`src/rtl/core/mpq_pkg.sv`:
```
package mpq_pkg;

    typedef logic [1:0] status_t;

    localparam status_t STAT_OK    = 2'd0;
    localparam status_t STAT_EMPTY = 2'd1;
    localparam status_t STAT_FULL  = 2'd2;

    typedef logic func_t;

    localparam func_t FUNC_INSERT  = 1'b0;
    localparam func_t FUNC_EXTRACT = 1'b1;

endpackage

```
`src/rtl/core/mpq_mem.sv`:
```
module mpq_mem #(
    parameter int DEPTH = 64,
    parameter int DW    = 32,
    localparam int AW   = $clog2(DEPTH)
) (
    input  logic          aclk,
    input  logic          we,
    input  logic [AW-1:0] waddr,
    input  logic [DW-1:0] wdata,
    input  logic [AW-1:0] raddr_a,
    input  logic [AW-1:0] raddr_b,
    output logic [DW-1:0] rdata_a,
    output logic [DW-1:0] rdata_b
);

    // contents undefined until written; only live entries are ever used
    logic [DW-1:0] mem [DEPTH];

    always_ff @(posedge aclk) begin
        if (we) begin
            mem[waddr] <= wdata;
        end
        rdata_a <= mem[raddr_a];
        rdata_b <= mem[raddr_b];
    end

endmodule

```
`src/rtl/core/mpq_ctrl.sv`:
```
module mpq_ctrl #(
    parameter int DEPTH    = 64,
    parameter int KEY_BITS = 16,
    parameter int TAG_BITS = 16,
    localparam int AW      = $clog2(DEPTH),
    localparam int CW      = $clog2(DEPTH + 1),
    localparam int DW      = KEY_BITS + TAG_BITS
) (
    input  logic                  aclk,
    input  logic                  aresetn,
    // item side
    input  logic                  in_valid,
    output logic                  in_ready,
    input  mpq_pkg::func_t        in_func,
    input  logic [KEY_BITS-1:0]   in_key,
    input  logic [TAG_BITS-1:0]   in_tag,
    // result side
    output logic                  res_valid,
    input  logic                  res_ready,
    output mpq_pkg::status_t      res_status,
    output logic [KEY_BITS-1:0]   res_out_key,
    output logic [TAG_BITS-1:0]   res_out_tag,
    output logic [KEY_BITS-1:0]   res_top_key,
    output logic [TAG_BITS-1:0]   res_top_tag,
    output logic [CW-1:0]         res_count,
    // heap storage
    output logic                  mem_we,
    output logic [AW-1:0]         mem_waddr,
    output logic [DW-1:0]         mem_wdata,
    output logic [AW-1:0]         mem_raddr_a,
    output logic [AW-1:0]         mem_raddr_b,
    input  logic [DW-1:0]         mem_rdata_a,
    input  logic [DW-1:0]         mem_rdata_b
);

    import mpq_pkg::*;

    localparam int IW = AW + 2;
    localparam logic [CW-1:0] COUNT_FULL = CW'(DEPTH);

    localparam logic [2:0] ST_IDLE   = 3'd0;
    localparam logic [2:0] ST_EX_LD  = 3'd1;
    localparam logic [2:0] ST_UP_RD  = 3'd2;
    localparam logic [2:0] ST_UP_CMP = 3'd3;
    localparam logic [2:0] ST_DN_RD  = 3'd4;
    localparam logic [2:0] ST_DN_CMP = 3'd5;
    localparam logic [2:0] ST_FIN    = 3'd6;

    logic [2:0]          state_reg, state_next;
    logic [CW-1:0]       count_reg, count_next;
    logic [AW-1:0]       hole_reg, hole_next;
    logic [KEY_BITS-1:0] key_reg, key_next;
    logic [TAG_BITS-1:0] tag_reg, tag_next;
    logic [KEY_BITS-1:0] root_key_reg, root_key_next;
    logic [TAG_BITS-1:0] root_tag_reg, root_tag_next;
    status_t             status_reg, status_next;
    logic [KEY_BITS-1:0] ok_reg, ok_next;
    logic [TAG_BITS-1:0] ot_reg, ot_next;

    logic [AW-1:0]       parent_idx;
    logic [IW-1:0]       left_idx, right_idx, n_ext;
    logic [CW-1:0]       count_dec;
    logic [KEY_BITS-1:0] rd_key_a, rd_key_b, big_key;
    logic                left_ok, right_ok, take_left, take_right;

    assign parent_idx = (hole_reg - AW'(1)) >> 1;
    assign left_idx   = (IW'(hole_reg) << 1) + IW'(1);
    assign right_idx  = (IW'(hole_reg) << 1) + IW'(2);
    assign n_ext      = IW'(count_reg);
    assign count_dec  = count_reg - CW'(1);
    assign rd_key_a   = mem_rdata_a[KEY_BITS-1:0];
    assign rd_key_b   = mem_rdata_b[KEY_BITS-1:0];

    // compare unit for one level of sift-down
    assign left_ok    = left_idx < n_ext;
    assign right_ok   = right_idx < n_ext;
    assign take_left  = left_ok && (rd_key_a > key_reg);
    assign big_key    = take_left ? rd_key_a : key_reg;
    assign take_right = right_ok && (rd_key_b > big_key);

    always_comb begin
        state_next    = state_reg;
        count_next    = count_reg;
        hole_next     = hole_reg;
        key_next      = key_reg;
        tag_next      = tag_reg;
        root_key_next = root_key_reg;
        root_tag_next = root_tag_reg;
        status_next   = status_reg;
        ok_next       = ok_reg;
        ot_next       = ot_reg;
        mem_we        = 1'b0;
        mem_waddr     = hole_reg;
        mem_wdata     = {tag_reg, key_reg};
        mem_raddr_a   = parent_idx;
        mem_raddr_b   = right_idx[AW-1:0];

        case (state_reg)
            ST_IDLE: begin
                if (in_valid) begin
                    key_next    = in_key;
                    tag_next    = in_tag;
                    status_next = STAT_OK;
                    ok_next     = '0;
                    ot_next     = '0;
                    if (in_func == FUNC_INSERT) begin
                        if (count_reg >= COUNT_FULL) begin
                            status_next = STAT_FULL;
                            state_next  = ST_FIN;
                        end else begin
                            hole_next  = count_reg[AW-1:0];
                            count_next = count_reg + CW'(1);
                            state_next = ST_UP_RD;
                        end
                    end else begin
                        if (count_reg == '0) begin
                            status_next = STAT_EMPTY;
                            state_next  = ST_FIN;
                        end else begin
                            // root comes from the mirror; fetch the last entry
                            ok_next     = root_key_reg;
                            ot_next     = root_tag_reg;
                            count_next  = count_dec;
                            mem_raddr_a = count_dec[AW-1:0];
                            state_next  = ST_EX_LD;
                        end
                    end
                end
            end
            ST_EX_LD: begin
                key_next = rd_key_a;
                tag_next = mem_rdata_a[DW-1:KEY_BITS];
                if (count_reg == '0) begin
                    state_next = ST_FIN;
                end else begin
                    hole_next  = '0;
                    state_next = ST_DN_RD;
                end
            end
            ST_UP_RD: begin
                if (hole_reg == '0) begin
                    mem_we     = 1'b1;
                    state_next = ST_FIN;
                end else begin
                    state_next = ST_UP_CMP;
                end
            end
            ST_UP_CMP: begin
                mem_we = 1'b1;
                if (rd_key_a < key_reg) begin
                    mem_wdata  = mem_rdata_a;
                    hole_next  = parent_idx;
                    state_next = ST_UP_RD;
                end else begin
                    state_next = ST_FIN;
                end
            end
            ST_DN_RD: begin
                mem_raddr_a = left_idx[AW-1:0];
                mem_raddr_b = right_idx[AW-1:0];
                state_next  = ST_DN_CMP;
            end
            ST_DN_CMP: begin
                mem_we = 1'b1;
                if (take_right) begin
                    mem_wdata  = mem_rdata_b;
                    hole_next  = right_idx[AW-1:0];
                    state_next = ST_DN_RD;
                end else if (take_left) begin
                    mem_wdata  = mem_rdata_a;
                    hole_next  = left_idx[AW-1:0];
                    state_next = ST_DN_RD;
                end else begin
                    state_next = ST_FIN;
                end
            end
            ST_FIN: begin
                if (res_ready) begin
                    state_next = ST_IDLE;
                end
            end
            default: begin
                state_next = ST_IDLE;
            end
        endcase

        // keep a copy of the root so top and extract need no read
        if (mem_we && (mem_waddr == '0)) begin
            root_key_next = mem_wdata[KEY_BITS-1:0];
            root_tag_next = mem_wdata[DW-1:KEY_BITS];
        end
    end

    always_ff @(posedge aclk) begin
        if (!aresetn) begin
            state_reg <= ST_IDLE;
            count_reg <= '0;
        end else begin
            state_reg <= state_next;
            count_reg <= count_next;
        end
        hole_reg     <= hole_next;
        key_reg      <= key_next;
        tag_reg      <= tag_next;
        root_key_reg <= root_key_next;
        root_tag_reg <= root_tag_next;
        status_reg   <= status_next;
        ok_reg       <= ok_next;
        ot_reg       <= ot_next;
    end

    assign in_ready    = (state_reg == ST_IDLE);
    assign res_valid   = (state_reg == ST_FIN);
    assign res_status  = status_reg;
    assign res_out_key = ok_reg;
    assign res_out_tag = ot_reg;
    assign res_top_key = (count_reg != '0) ? root_key_reg : '0;
    assign res_top_tag = (count_reg != '0) ? root_tag_reg : '0;
    assign res_count   = count_reg;

endmodule

```
`src/rtl/core/max_priority_queue_unit.sv`:
```
// Binary max-heap priority queue of key/tag pairs.
// An insert writes the new entry at the end and climbs it one level per read/compare step
//   until its parent is not smaller; an extract returns the root, moves the last entry to the
//   root and sifts it down one level per read/compare step; a refused word goes to the result.
// One word at a time: a new word is taken once the last result has reached the output register.
// Reset (aresetn low, synchronous): heap empty, sequencer idle, output invalid.
module max_priority_queue_unit #(
    parameter int DEPTH    = 64,
    parameter int KEY_BITS = 16,
    parameter int TAG_BITS = 16,
    localparam int CW      = $clog2(DEPTH + 1),
    localparam int IN_W    = KEY_BITS + TAG_BITS,
    localparam int IN_TW   = ((IN_W + 7) / 8) * 8,
    localparam int OUT_W   = 2 * KEY_BITS + 2 * TAG_BITS + CW + 1,
    localparam int OUT_TW  = ((OUT_W + 7) / 8) * 8
) (
    input  logic                    aclk,
    input  logic                    aresetn,
    // input words
    input  logic                    s_tvalid,
    output logic                    s_tready,
    input  logic [IN_TW-1:0]        s_tdata,   // item_key, item_tag, zero pad
    input  mpq_pkg::func_t          s_tuser,   // func
    // result words
    output logic                    m_tvalid,
    input  logic                    m_tready,
    output logic [OUT_TW-1:0]       m_tdata,   // out_key, out_tag, top_key, top_tag,
                                               // count, is_empty, zero pad
    output mpq_pkg::status_t        m_tuser    // status
);

    import mpq_pkg::*;

    localparam int AW = $clog2(DEPTH);
    localparam int DW = KEY_BITS + TAG_BITS;

    // sequencer <-> result register
    logic                res_valid, res_ready;
    status_t             res_status;
    logic [KEY_BITS-1:0] res_out_key, res_top_key;
    logic [TAG_BITS-1:0] res_out_tag, res_top_tag;
    logic [CW-1:0]       res_count;

    // heap memory port
    logic                mem_we;
    logic [AW-1:0]       mem_waddr, mem_raddr_a, mem_raddr_b;
    logic [DW-1:0]       mem_wdata, mem_rdata_a, mem_rdata_b;

    // output register
    logic                m_valid_reg, m_valid_next;
    logic [OUT_W-1:0]    m_data_reg;
    status_t             m_status_reg;

    mpq_ctrl #(
        .DEPTH    (DEPTH),
        .KEY_BITS (KEY_BITS),
        .TAG_BITS (TAG_BITS)
    ) u_ctrl (
        .aclk        (aclk),
        .aresetn     (aresetn),
        .in_valid    (s_tvalid),
        .in_ready    (s_tready),
        .in_func     (s_tuser),
        .in_key      (s_tdata[KEY_BITS-1:0]),
        .in_tag      (s_tdata[IN_W-1:KEY_BITS]),
        .res_valid   (res_valid),
        .res_ready   (res_ready),
        .res_status  (res_status),
        .res_out_key (res_out_key),
        .res_out_tag (res_out_tag),
        .res_top_key (res_top_key),
        .res_top_tag (res_top_tag),
        .res_count   (res_count),
        .mem_we      (mem_we),
        .mem_waddr   (mem_waddr),
        .mem_wdata   (mem_wdata),
        .mem_raddr_a (mem_raddr_a),
        .mem_raddr_b (mem_raddr_b),
        .mem_rdata_a (mem_rdata_a),
        .mem_rdata_b (mem_rdata_b)
    );

    mpq_mem #(
        .DEPTH (DEPTH),
        .DW    (DW)
    ) u_mem (
        .aclk    (aclk),
        .we      (mem_we),
        .waddr   (mem_waddr),
        .wdata   (mem_wdata),
        .raddr_a (mem_raddr_a),
        .raddr_b (mem_raddr_b),
        .rdata_a (mem_rdata_a),
        .rdata_b (mem_rdata_b)
    );

    // register takes a new result when empty or being drained
    assign res_ready = !m_valid_reg || m_tready;

    always_comb begin
        m_valid_next = m_valid_reg;
        if (res_ready) begin
            m_valid_next = res_valid;
        end
    end

    always_ff @(posedge aclk) begin
        if (!aresetn) begin
            m_valid_reg <= 1'b0;
        end else begin
            m_valid_reg <= m_valid_next;
        end
        if (res_valid && res_ready) begin
            m_status_reg <= res_status;
            m_data_reg   <= {(res_count == '0), res_count, res_top_tag, res_top_key,
                             res_out_tag, res_out_key};
        end
    end

    assign m_tvalid = m_valid_reg;
    assign m_tuser  = m_status_reg;
    assign m_tdata  = OUT_TW'(m_data_reg);

endmodule

```
`config.mk`:
```
export PLATFORM = sky130hd
export DESIGN_NAME = max_priority_queue_unit
export DESIGN_NICKNAME = d
export VERILOG_FILES = /design/src/rtl/core/mpq_pkg.sv /design/src/rtl/core/mpq_mem.sv /design/src/rtl/core/mpq_ctrl.sv /design/src/rtl/core/max_priority_queue_unit.sv
export SDC_FILE = /design/constraint.sdc
export NUM_CORES = 2
export LEC_CHECK = 0
export ABC_CLOCK_PERIOD_IN_PS = 9600
export BUFFER_PORTS_ARGS = -buffer_cell sky130_fd_sc_hd__buf_4
export CAP_MARGIN = 10
export CELL_PAD_IN_SITES_DETAIL_PLACEMENT = 0
export CELL_PAD_IN_SITES_GLOBAL_PLACEMENT = 2
export CORE_MARGIN = 5
export CORE_UTILIZATION = 48
export CTS_BUF_LIST = sky130_fd_sc_hd__clkbuf_8
export DETAILED_ROUTE_END_ITERATION = 10
export GPL_TIMING_DRIVEN = 1
export PLACE_DENSITY = 0.86
export SETUP_SLACK_MARGIN = 0.5
export SLEW_MARGIN = 20
export SYNTH_ARGS = -nofsm -noshare
export SYNTH_HDL_FRONTEND = slang
export SYNTH_SLANG_ARGS = --single-unit
export TNS_END_PERCENT = 10
```
`constraint.sdc`:
```
create_clock -name aclk -period 9.6 [get_ports aclk]
set_clock_uncertainty 0.2 [all_clocks]
set_input_delay 0.96 -clock aclk [delete_from_list [all_inputs] [get_ports aclk]]
set_output_delay 0.96 -clock aclk [all_outputs]
set_load 0.03 [all_outputs]
```
# ---- After elaboration in Yosys (flattened, before gate mapping)
# Memories as Yosys holds them, arrays and structs flattened. A register that Yosys moved wholly into a read port is not among the register bits.
# Cells that the tools add are included.
# W data, S select, Z words.
dict set report totals {
  ff_bits 189
  latch_bits 0
  ramBits 2048
  rom_bits 0
  inputBits 37
  output_inout_bits 76
  word_cells 103
  memories 1
}
# memory depth word_bits rd rd_clocked_by_memory_dff write_ports line_no
set mem_list {}
lappend mem_list {u_mem.mem 64 32 2 2 1 mpq_mem.sv:17} ;# logic [DW-1:0] mem [DEPTH];
dict set report classes {
  add_sub_neg 5
  n_mul 0
  n_div 0
  n_lt_le_gt_ge 6
  n_eq_ne 15
  shift 0
  mux 42
  bitwise_logic 1
  reduce_logical 19
}
# cell n
set ops {}
lappend ops {{$mux W32} 3}
lappend ops {{$pmux W16 S2} 2}
lappend ops {{$pmux W32 S2} 1}
lappend ops {{$mux W6} 10}
lappend ops {{$mux W16} 3}
lappend ops {{$gt A16 B16 Y1} 2}
lappend ops {{$mux W3} 8}
lappend ops {{$pmux W6 S4} 1}
lappend ops {{$mux W7} 3}
lappend ops {{$pmux W3 S7} 1}
lappend ops {{$lt A16 B16 Y1} 1}
lappend ops {{$lt A8 B7 Y1} 2}
lappend ops {{$ne A2 B2 Y1 const B} 6}
lappend ops {{$pmux W6 S2} 1}
lappend ops {{$eq A3 B3 Y1 const B} 3}
lappend ops {{$add A7 B1 Y8 const B} 1}
lappend ops {{$add A7 B2 Y8 const B} 1}
lappend ops {{$mux W2} 4}
lappend ops {{$add A7 B1 Y7 const B} 1}
lappend ops {{$ge A7 B7 Y1 const B} 1}
lappend ops {{$logic_not A7 Y1} 1}
lappend ops {{$reduce_and A7 Y1} 1}
lappend ops {{$reduce_bool A7 Y1} 1}
lappend ops {{$sub A7 B1 Y7 const B} 1}
lappend ops {{18 further kinds} 29}

# ---- Logic depth before layout (Yosys ltp)
dict set report logic_depth {
  word_depth 8
  ltp_mapped 26
  mapped_depth_nobuf 19
}

# ---- Cells and area by module
# A second synthesis with hierarchy kept.
dict set report unflattened {
  hier_cells 5147
  area_unflattened_um2 105025.7
}
# mod instances cells_each area_each_um2
set by_module_without_submodules {}
lappend by_module_without_submodules {mpq_mem 1 4412 95660.5}
lappend by_module_without_submodules {mpq_ctrl 1 654 7075.5}
lappend by_module_without_submodules {max_priority_queue_unit 1 81 2289.7}

# ---- Least setup slack after synthesis
# OpenSTA, ideal clock, no wires.
dict set report synth_path {
  kind {reg-to-reg}
  from {register u_ctrl.hole_reg[0], in the netlist u_ctrl.mem_waddr[0]}
  to {register u_ctrl.root_key_reg[13] (data pin)}
  setup_time_ps 548
  arrival_time_ps 7432
  t_required_ps 8852
  slack_ps 1421
  path_stages_with_launch 26
  n_path_buf 7
  cell_sequence {edfxtp_1 > clkbuf_1 > clkbuf_1 > buf_1 > clkbuf_1 > inv_1 > ha_1 > nor2b_1 > o21a_1 > o21a_1 > o21a_1 > o21ai_0 > o211ai_1 > buf_1 > buf_2 > mux2i_1 > ha_1 > a21o_1 > a21oi_1 > nor2b_1 > o21a_1 > o21a_1 > o311ai_1 > nand2_1 > clkbuf_1 > o211ai_1}
}
dict set report synth_via {
  elab_chain_cells 8
  elab_cells_between_ends 11
  cone_classes {add/sub: 2; order compare: 3; mux: 4; reduce/logical: 2}
}
# element line_no
set synth_rtl {}
lappend synth_rtl {{start, declared} mpq_ctrl.sv:51} ;# logic [AW-1:0] hole_reg, hole_next;
lappend synth_rtl {{start signal, assigned} mpq_ctrl.sv:202} ;# hole_reg <= hole_next;
lappend synth_rtl {{$add A7 B1 Y8} mpq_ctrl.sv:67} ;# assign left_idx = (IW'(hole_reg) << 1) + IW'(1);
lappend synth_rtl {{$lt A8 B7 Y1} mpq_ctrl.sv:75} ;# assign left_ok = left_idx < n_ext;
lappend synth_rtl {{$logic_and A1 B1 Y1} mpq_ctrl.sv:77} ;# assign take_left = left_ok && (rd_key_a > key_reg);
lappend synth_rtl {{$mux W16} mpq_ctrl.sv:78} ;# assign big_key = take_left ? rd_key_a : key_reg;
lappend synth_rtl {{$gt A16 B16 Y1} mpq_ctrl.sv:79} ;# assign take_right = right_ok && (rd_key_b > big_key);
lappend synth_rtl {{$logic_and A1 B1 Y1} mpq_ctrl.sv:79}
lappend synth_rtl {{$mux W32 *} mpq_ctrl.sv:165} ;# if (take_right) begin
lappend synth_rtl {{$pmux W32 S2 *} mpq_ctrl.sv:98} ;# case (state_reg)
lappend synth_rtl {{via mem_wdata[13]} max_priority_queue_unit.sv:47} ;# logic [DW-1:0] mem_wdata, mem_rdata_a, mem_rdata_b;
lappend synth_rtl {{end signal, assigned} mpq_ctrl.sv:205} ;# root_key_reg <= root_key_next;
lappend synth_rtl {{end, declared} mpq_ctrl.sv:54} ;# logic [KEY_BITS-1:0] root_key_reg, root_key_next;
# The timed path passes the listed nets; every way through them passes the cells marked *.
# A chain may end at the register's enable or synchronous reset.

# ---- Final worst setup path
dict set report layout_path {
  from {register u_ctrl.key_reg[9]}
  to {memory u_mem.mem[46][25] (data pin)}
}
dict set report layout_via {
  elab_chain_cells 7
  elab_cells_between_ends 10
  cone_classes {order compare: 3; mux: 5; reduce/logical: 2}
}
# element line_no
set layout_rtl {}
lappend layout_rtl {{start, declared} mpq_ctrl.sv:52} ;# logic [KEY_BITS-1:0] key_reg, key_next;
lappend layout_rtl {{start signal, assigned} mpq_ctrl.sv:203} ;# key_reg <= key_next;
lappend layout_rtl {{$gt A16 B16 Y1} mpq_ctrl.sv:77}
lappend layout_rtl {{$logic_and A1 B1 Y1} mpq_ctrl.sv:77}
lappend layout_rtl {{$mux W16} mpq_ctrl.sv:78}
lappend layout_rtl {{$gt A16 B16 Y1} mpq_ctrl.sv:79}
lappend layout_rtl {{$logic_and A1 B1 Y1} mpq_ctrl.sv:79}
lappend layout_rtl {{$mux W32} mpq_ctrl.sv:165}
lappend layout_rtl {{$pmux W32 S2 *} mpq_ctrl.sv:98}
lappend layout_rtl {{via mem_wdata[25]} max_priority_queue_unit.sv:47}
lappend layout_rtl {{end, declared} mpq_mem.sv:17}
# Marks and branches as above.

==> metrics.cfg <==
[outcome]
status = complete, no violations

[routing]
avgRoutedWirePerCell_um = 33.6
dr.first_iter.drc_count = 10600
top_layer_used = met5
vias_per_cell = 6.55
wl_met3_um = 46200
vias = 67400
drc_errors = 0
met1Wirelength_um = 131000
first_pass_iters = 6
routed_wl_um = 346000
drtAntennaViolNets = 0
route.met2.wl_um = 152000

[floorplan]
die_x_um = 464
start_util_pct = 48.4
ios = 113
die_h_um = 464
dieArea_um2 = 216000
rows = 166
fp.coreArea_um2 = 205000

[critical_path]
critPathCaptureType = flip-flop
critPathBufInv = 4
r2r-end = u_mem.mem[46][25]
worst_ep_arrival_time_ps = 7790
crit_family = compound AO/OA/AOI/OAI gates
crit_path_max_incr_delay_ps = 770
worst-path-max-fanout = 65
critical_path.slowest_cell = a21o_2
r2r-start = u_ctrl.key_reg[9]
reg2reg_slack_ps = 2330
r2r.worst_path.cells = 21
critPathLaunchType = flip-flop
cp_cell_sequence = inv_1, ha_1, a21o_1, a21o_1, a21o_1, a2111oi_0, o21bai_1, o211ai_1, buf_4, mux2i_1, ha_1, and3_1, nand4_1, nor3_1, a2111oi_0, o311ai_1, buf_4, nor2_4, buf_4, a22o_1, a21o_2
path_class = flip-flop to flip-flop
required_ps = 10120

[sta]
period_needed_ps = 7270
slew_viol_final = 0
max_freq_mhz = 138
worst_slew_pin_slew_ps = 1210
rsz0062_at_grt = false
fin_tns_setup_ps = 0
hold_violations = 0
setup_viol = 0
max_slew_margin_pct = 19.1
period_share_pct = 75.7

[global_route]
grtUsageTotal_pct = 31.4
antenna_found_initial = 20
grt_first_pass_wirelength_um = 483000
grt_overflow = 0
grt_max_degree = 141
grt_pass1_vias = 63700

[clock_network]
clk_pin_slew_ps = 60
clk_latency_ps = 1120
clock-root-buffer = clkbuf_8
cts-htree-levels = 5
cts.sinks = 2301
cts_tree = yes
cts_buffers = 384
clock_path_buffers = 4

[finish]
fin_cells = 10300
top_register = u_mem.mem
final_cell_mix = edfxtp_1 (2226), nand2_1 (1868), nand3_1 (599), clkbuf_8 (402), mux4_2 (325)
syn_to_final_growth_pct = 11.6
final_nets = 7406
layout_commonest_cell = edfxtp_1
drive_gt1_share_pct = 16.3
fin_util_pct = 54.0
largest_reg_flops = 2048

[synth]
syn_area_per_cell_um2 = 13.9
ys_async_sr_fraction_pct = 0
yosysWarnings = 0
synth_enable_flop_cells = 2226
synthesis.nets = 7218
netlist_area_um2 = 99100
synth_flop_cell = edfxtp_1
synth_seq_cells = 2301
ys_seq_area_share_pct = 68.9
netlist_instances = 7133
ys_types = 76

[worst_hold_path]
min_to = u_ctrl.tag_reg[11]
hold_depth = 2
hold_path_class = primary input to flip-flop
min_from = s_tdata[27]

[place]
port_buffers = 112
placed_cells = 9600
dpl.hpwl_um = 182000
gp_congestion = 0.884

[flow_run]
cap_violations = 0

area by class of cell:
| type | count | area [um2] |
|---|---|---|
| diodes | 14 | 35.0 |
| well taps | 2688 | 3360 |
| fillers | 16600 | 94400 |
| repair buffers | 309 | 2680 |
| flip-flops and latches | 2301 | 68300 |
| clock buffers | 402 | 5530 |
| multi-input cells | 4290 | 29200 |
| inverters | 35 | 131 |
| clock inverters | 260 | 1350 |
cells by family (layout without fill, tap and decap cells):
family,after synthesis,in the layout,share of synthesized area [%]
and+or+nand+nor,2932,2932,12.8
DFF,2301,2301,68.9
AOI/OAI and AO/OA,737,737,5.46
muxes,558,558,9.78
buffers and inverters,542,1006,2.30
adders and majority gates,48,48,0.606
xor gates and xnor gates,15,15,0.133
other,0,14,0
synthesized netlist by cell type, drive strengths merged, types with 27 or more instances:
| master | n | area [um2] |
|---|---|---|
| a21oi | 85 | 425 |
| a221oi | 75 | 726 |
| a31oi | 241 | 1510 |
| a32o | 56 | 561 |
| a32oi | 71 | 622 |
| and2 | 39 | 244 |
| and3 | 213 | 1330 |
| buf | 217 | 1060 |
| clkbuf | 290 | 1090 |
| dfxtp | 75 | 1500 |
| edfxtp | 2226 | 66800 |
| ha | 48 | 601 |
| inv | 35 | 131 |
| mux2 | 34 | 383 |
| mux2i | 199 | 1990 |
| mux4 | 325 | 7320 |
| nand2 | 1872 | 7030 |
| nand3 | 599 | 3000 |
| nor2 | 111 | 427 |
| o21ai | 27 | 139 |
| o22ai | 36 | 231 |
| or3 | 32 | 200 |
routing by layer:
| metal | track usage, % | vias to the layer above |
|---|---|---|
| li1 | - | 27600 |
| met1 | 43.5 | 34000 |
| met2 | 46.7 | 4925 |
| met3 | 9.07 | 877 |
| met4 | 13.4 | 16 |
| met5 | 0 | - |
worst max-delay path by stage:
stage	from	to	slack, ps	cells past startpoint
detailed placement	u_ctrl.key_reg[9]	u_mem.mem[21][27]	2560	21
global placement	u_ctrl.key_reg[9]	u_mem.mem[21][27]	2610	21
finish	u_ctrl.key_reg[9]	u_mem.mem[46][25]	2330	21
CTS	u_ctrl.key_reg[9]	u_mem.mem[31][27]	2510	21
floorplan	u_ctrl.mem_waddr[0]	u_ctrl.root_key_reg[13]	1420	25
global route	u_ctrl.res_count[2]	u_mem.mem[62][23]	2110	21
worst register-to-register path, cell delays in order (launching register included):
cell and delay (ps):
edfxtp_1 420, inv_1 80, ha_1 240, a21o_1 190, a21o_1 170, a21o_1 170
a2111oi_0 400, o21bai_1 240, o211ai_1 270, buf_4 270, mux2i_1 280, ha_1 290
and3_1 210, nand4_1 180, nor3_1 100, a2111oi_0 600, o311ai_1 220, buf_4 240
nor2_4 700, buf_4 420, a22o_1 210, a21o_2 770
stage by stage:
step / worst slack [ps] / hold slack [ps] / instance area (um2)
3_3_place_gp: 2610 / 202 / 103000
5_1_grt: 2110 / 60.8 / 111000
6_report: 2330 / 112 / 111000
4_1_cts: 2510 / 24.7 / 111000
3_5_place_dp: 2560 / 205 / 103000
2_1_floorplan: 1420 / 200 / 99100
timing repair:
action | CTS | global route
resized for setup | 0 | 0
hold buffers | 22 | 0
endpoints found under the hold margin | 30 | 0
setup endpoints to repair | 0 | 0
buffers inserted | 0 | 0
Power is left out: the tool's default activity adds up to more than one toggle a clock period on the data nets, which glitch-free logic cannot reach.
